**config.mk**
```make
export PLATFORM = sky130hd
export DESIGN_NAME = wlpm_lane
export DESIGN_NICKNAME = d
export VERILOG_FILES = /design/src/hw/rtl/wlpm_pkg.sv /design/src/hw/rtl/wlpm_lane.sv
export SDC_FILE = /design/constraint.sdc
export NUM_CORES = 1
export LEC_CHECK = 0
export ABC_AREA = 1
export BUFFER_PORTS_ARGS = -buffer_cell sky130_fd_sc_hd__buf_4
export CELL_PAD_IN_SITES_DETAIL_PLACEMENT = 1
export CELL_PAD_IN_SITES_GLOBAL_PLACEMENT = 2
export CORE_ASPECT_RATIO = 0.7
export CORE_MARGIN = 3
export CORE_UTILIZATION = 42
export CTS_CLUSTER_DIAMETER = 80
export CTS_CLUSTER_SIZE = 25
export DETAILED_ROUTE_END_ITERATION = 10
export HOLD_SLACK_MARGIN = 0.03
export PLACE_DENSITY_LB_ADDON = 0.1
export SLEW_MARGIN = 20
export SYNTH_ARGS = -nofsm -noshare
export SYNTH_HDL_FRONTEND = slang
export SYNTH_SLANG_ARGS = --single-unit
```
**constraint.sdc**
```tcl
create_clock -name clk -period 23.6 [get_ports clk]
set_input_delay 5.9 -clock clk [delete_from_list [all_inputs] [get_ports clk]]
set_output_delay 5.9 -clock clk [all_outputs]
set_load 0.02 [all_outputs]
```
**src/hw/rtl/wlpm_pkg.sv**
```systemverilog
// Package: constants, codes and types shared by the window/level pixel mapper.
`timescale 1ns / 1ps
package wlpm_pkg;

	// Fixed-point format of the gain and the mapping product
	localparam int FRAC_BITS       = 16;
	localparam int SAMPLE_W        = 17;
	localparam int DIFF_W          = SAMPLE_W + 1;
	localparam int SCALE_W         = 24;
	localparam int PROD_W          = DIFF_W + SCALE_W + 1;
	localparam int BYTE_W          = 8;
	localparam int COUNT_W         = 3;

	// Palette
	localparam int PALETTE_ENTRIES = 256;
	localparam int PAL_AW          = $clog2(PALETTE_ENTRIES);
	localparam int PAL_DW          = 4 * BYTE_W;

	// Configuration port
	localparam int CFG_IDX_W       = 3;
	localparam int CFG_DATA_W      = SCALE_W;

	localparam logic [SCALE_W-1:0] SCALE_RESET = SCALE_W'(1) << FRAC_BITS;
	localparam logic signed [PROD_W-1:0] LIMIT_TOP = PROD_W'(255) << FRAC_BITS;
	localparam logic [BYTE_W-1:0] BYTE_FULL = '1;

	typedef enum logic [CFG_IDX_W-1:0] {
		CFG_WINDOW_LOW  = 3'd0,
		CFG_SCALE       = 3'd1,
		CFG_RENDER_MODE = 3'd2,
		CFG_COLOR_MODEL = 3'd3,
		CFG_USE_PALETTE = 3'd4
	} cfg_idx_t;

	// Render mode codes; the unused code behaves as limit clamp
	typedef enum logic [1:0] {
		MODE_LIMIT  = 2'd0,
		MODE_BINARY = 2'd1,
		MODE_MASK   = 2'd2
	} render_mode_t;

	typedef enum logic [1:0] {
		CM_INTENSITY       = 2'd0,
		CM_INTENSITY_ALPHA = 2'd1,
		CM_COLOUR          = 2'd2,
		CM_COLOUR_ALPHA    = 2'd3
	} color_model_t;

	// Request function codes
	localparam logic FUNC_MAP       = 1'b0;
	localparam logic FUNC_PAL_WRITE = 1'b1;

	// Classification of one channel product
	typedef struct packed {
		logic [BYTE_W-1:0] lim;   // truncated and clamped value
		logic              neg;   // product below zero
		logic              over;  // product above the window top
		logic              pos;   // product above zero
	} wlpm_cls_t;

endpackage

```
**src/hw/rtl/wlpm_lane.sv**
```systemverilog
// One channel lane: window offset, gain multiply and clamp classification.
`timescale 1ns / 1ps
module wlpm_lane import wlpm_pkg::*; (
	input  logic                       clk,
	input  logic                       en_s2,
	input  logic                       en_s3,
	input  logic signed [SAMPLE_W-1:0] smp_s1,
	input  logic signed [SAMPLE_W-1:0] window_low,
	input  logic [SCALE_W-1:0]         scale,
	output logic [BYTE_W-1:0]          lim_nxt,
	output wlpm_cls_t                  cls_s3
);

	logic signed [DIFF_W-1:0]  diff;
	logic signed [SCALE_W:0]   gain;
	logic signed [PROD_W-1:0]  prod_s2;
	wlpm_cls_t                 cls_nxt;

	// Offset by the window bottom, then the gain product
	assign diff = DIFF_W'(smp_s1) - DIFF_W'(window_low);
	assign gain = $signed({1'b0, scale});

	always_ff @(posedge clk) begin
		if (en_s2) begin
			prod_s2 <= PROD_W'(diff) * PROD_W'(gain);
		end
	end

	// Clamp to one byte, keep the flags for binary, mask and alpha
	always_comb begin
		cls_nxt.neg  = prod_s2[PROD_W-1];
		cls_nxt.over = prod_s2 > LIMIT_TOP;
		cls_nxt.pos  = !cls_nxt.neg && (prod_s2 != '0);
		if (cls_nxt.neg) begin
			cls_nxt.lim = '0;
		end else if (cls_nxt.over) begin
			cls_nxt.lim = BYTE_FULL;
		end else begin
			cls_nxt.lim = prod_s2[FRAC_BITS +: BYTE_W];
		end
	end

	assign lim_nxt = cls_nxt.lim;

	always_ff @(posedge clk) begin
		if (en_s3) begin
			cls_s3 <= cls_nxt;
		end
	end

endmodule

```
Yosys cells after proc, flatten, opt, wreduce, memory -nomap -nowiden

Cells that the tools add are included.

Reduce and logical (&&, ||, !) cells: 3
Magnitude comparators: 1
Multipliers: 1
Add/subtract/negate cells: 1
Multiplexer cells: 2

Operators by type and width:

| operator             | count |
|---|---|
| $gt 43x25->1 const B | 1 |
| $mul 18x25->43       | 1 |
| $reduce_bool 43->1   | 1 |
| $sub 17x17->18       | 1 |
| $mux 8               | 2 |
| $logic_and 1x1->1    | 1 |
| $logic_not 1->1      | 1 |

Input port bits: 61
Register bits: 54
Output and inout bits: 19
Word-level logic and storage cells: 13

Depth between registers and ports, before layout

Word-level depth: 3
Depth in mapped cells: 38
Mapped depth without buffers: 37

Worst setup path before layout

No wires, ideal clock.

Path kind: input to register
Start point: input port smp_s1[0]
End point: register prod_s2[34] (data pin)
Data required time: 23.348 ns
Library setup time: 0.252 ns
Slack: 11.778 ns
Arrival time: 11.570 ns
Path buffers: 1
Stages on the path: 30
Cells stage by stage: inv_1 > ha_1 > inv_1 > fa_1 > nand3_1 > nand2_1 > or2_2 > nand2_1 > clkbuf_1 > nor2_1 > fa_1 > fa_1 > inv_1 > fa_1 > fa_1 > inv_1 > fa_1 > inv_1 > fa_1 > inv_1 > ha_1 > nand2_1 > nor2_1 > nand3_1 > nor2_1 > nand2_1 > nand3_1 > nand2_1 > nand3_1 > nand2_1

Longest elaborated chain between the ends: 2

RTL lines:

| what                 | line            | text |
|---|---|---|
| from (decl)          | wlpm_lane.sv:7  | `input logic signed [SAMPLE_W-1:0] smp_s1,` |
| $sub 17x17->18       | wlpm_lane.sv:20 | `assign diff = DIFF_W'(smp_s1) - DIFF_W'(window_low);` |
| $mul 18x25->43       | wlpm_lane.sv:25 | `prod_s2 <= PROD_W'(diff) * PROD_W'(gain);` |
| to (signal assigned) | wlpm_lane.sv:25 |  |
| to (decl)            | wlpm_lane.sv:16 | `logic signed [PROD_W-1:0] prod_s2;` |

No other way between the ends.
A chain may end at the register's enable or synchronous reset.

Worst setup path in the final report

Ends and elaborated chain as after synthesis.

==> flow_summary.toml <==
[sta]
setup_viol = 0
tightest_slew_ps = 1157
post-route-min-period_ps = 13900
tns_ps = 0
rsz0062_at_grt = "false"
hold_viol_final = 0
finClkSkew_ps = 19.29
drv_slew = 0
max-slew-margin-rel = 0.2281
fmax_mhz = 71.93
min_period_over_period = 0.5891

[clocking]
clock_sinks = 54
htree_levels = 2
cts_hold_buf = 0
cts_tree = "built"
cts-resized-gates = 0
numCtsBuffers = 5
insertion_delay_ps = 320
cts_setup_buffers = 0
clk_pin_slew_ps = 80
clockBufferDepth = 2
root_buffer = "clkbuf_16"

[setup_path]
worstSetupStartpoint = "smp_s1[0]"
path_depth = 32
cp-start-kind = "input port"
reg2reg_from = "prod_s2[35]"
r2r_cells = 9
required_ps = 23670
r2r_slack_ps = 21580
crit_buf_inv = 6
crit_path_end_kind = "register"
arrival_ps = 13970
critPathMaxFanout = 21
cp_top_family = "adder cells"
worstSetupEndpoint = "prod_s2[34]"
slowest_delay_ps = 810
slowest_stage = "nand2_1"
reg2reg_to = "cls_s3[6]"
crit_type = "input port to register"

[global_route]
antenna_found_initial = 1
grt.overflow.total = 0
grt_pass1_vias = 16290
grt_pass1_wl_um = 92820
groute.usage.overall = 0.2716
grt_max_degree = 44

[routing]
wl_met1_um = 28200
routed_wl_um = 58710
drc_errors = 0
met3_length_um = 3424
met2WireLength_um = 25720
ant_nets = 0
top_layer = "met4"
vias = 14719
drt_first_pass_iters = 5
initialDrtViolationCount = 872
via_per_inst = 5.165
wl_per_cell_um = 20.60

[yosys]
syn_nets = 2856
synthDistinctLibCells = 38
synth_most_common_cell = "inv_1"
synth_top_flop_cell = "edfxtp_1"
ys_top_cells_by_area = "fa_1 (39%), inv_1 (13%), ha_1 (11%), nand2_1 (10%), edfxtp_1 (9.1%)"
synth-seq-cells = 54
seq_area_frac_synth = 0.09062
synthTopCellsByCount = "inv_1 (596), nand2_1 (487), fa_1 (353), nor2_1 (238), ha_1 (162)"
yosysTopAreaCell = "fa_1"
avgSynthCellArea_um2 = 7.849
synth_area_um2 = 17890
yosys_warnings = 0
async_reset_ff_frac = 0
synth_edf_count = 54
synthesis.instances = 2280
yosysTopAreaCellShare = 0.3949

[flow_run]
max-cap-violations = 0

[placed_design]
io_buffers = 79
place_area_um2 = 18870
gp_congestion = 0.9058
dpl.hpwl_um = 49900

[floorplan]
die_area_um2 = 45160
die_w_um = 252.7
core_um2 = 41500
io_pins = 80
initial_utilization = 0.4312
dieHeight_um = 178.7
rows = 62

[layout]
fin_nets = 2879
syn_to_final_growth_pct = 6.286
drive_gt1_frac = 0.05903
finalInstanceArea_um2 = 19020

[outcome]
status = "complete, no violations"

[worst_hold_path]
hold_path.class = "register to register"
-- how the worst min path moves through the flow --
stage | startpoint | endpoint | slack (ps) | cells past startpoint
floorplan | prod_s2[42] | cls_s3[2] | 480 | 0
global placement | prod_s2[42] | cls_s3[2] | 530 | 0
detailed placement | prod_s2[42] | cls_s3[2] | 550 | 0
CTS | prod_s2[42] | cls_s3[2] | 570 | 0
global route | prod_s2[42] | cls_s3[2] | 570 | 0
finish | prod_s2[42] | cls_s3[2] | 550 | 0
-- cell families (layout without fill, tap and decap cells) --
| kind of cell | Yosys count | in the layout | synth area share |
|---|---|---|---|
| other | 0 | 2 | 0 |
| AOI/OAI and AO/OA | 78 | 78 | 0.02384 |
| buffers and inverters | 670 | 694 | 0.1463 |
| DFF | 54 | 54 | 0.09062 |
| and+or+nand+nor | 940 | 940 | 0.2198 |
| xor gates and xnor gates | 23 | 23 | 0.01126 |
| adders and majority gates | 515 | 515 | 0.5082 |
-- placed cells by master (no fill, tap or decap) --
cell type   count
nand3_2         6
nand2_2        11
clkinvlp_4      2
o21bai_1        5
nor3_1         12
nand2b_1        1
xnor2_1         5
nand2_4         4
inv_1         596
edfxtp_1       54
nand2_1       487
buf_4          86
a21oi_1        45
o21a_1          2
nand3_1       144
a31oi_1         2
nor2_2          5
inv_6           1
buf_8           1
and2_1          3
o21ai_0        19
nor2_1        238
diode_2         2
nand3b_2        2
xor2_1         18
or2_2           9
nor3_2          1
a21oi_2         2
ha_1          162
clkbuf_16       5
clkinv_1        3
nand3b_1        4
nor4_1          7
fa_1          353
a21o_1          1
a21boi_0        1
o21ai_2         1
nand4_1         6
-- flip-flops by register name, indices dropped and copies added, names as in the netlist --
name     flops
cls_s3      11
prod_s2     43
-- layout make-up --
class / instances / area (µm²)
clock buffers: 5 / 125.1
multi-input cells: 1556 / 13650
diodes: 2 / 5.005
repair buffers: 87 / 660.6
clock inverters: 3 / 23.77
inverters: 599 / 2248
flip-flops and latches: 54 / 1622
fillers: 5149 / 22480
well taps: 544 / 680.7
-- metrics by stage --
step           instances  utilization  setup WS (ps)  hold slack, ps
2_1_floorplan       2280            -          11780           483.5
3_3_place_gp        2839       0.4542           9553           530.9
3_5_place_dp        2840       0.4546           9592           553.6
4_1_cts             2848       0.4582           9878           566.9
5_1_grt             2849       0.4582           9439           573.0
6_report            2850       0.4583           9698           549.0
-- per-layer routing --
layer / vias up / track usage
met5: - / 0
met4: 0 / 0.06001
met3: 66 / 0.04017
met2: 415 / 0.4263
met1: 7504 / 0.3994
li1: 6734 / -
Power is not shown: default switching activity piles up to over one toggle a cycle in this logic, so the estimate is an artifact.
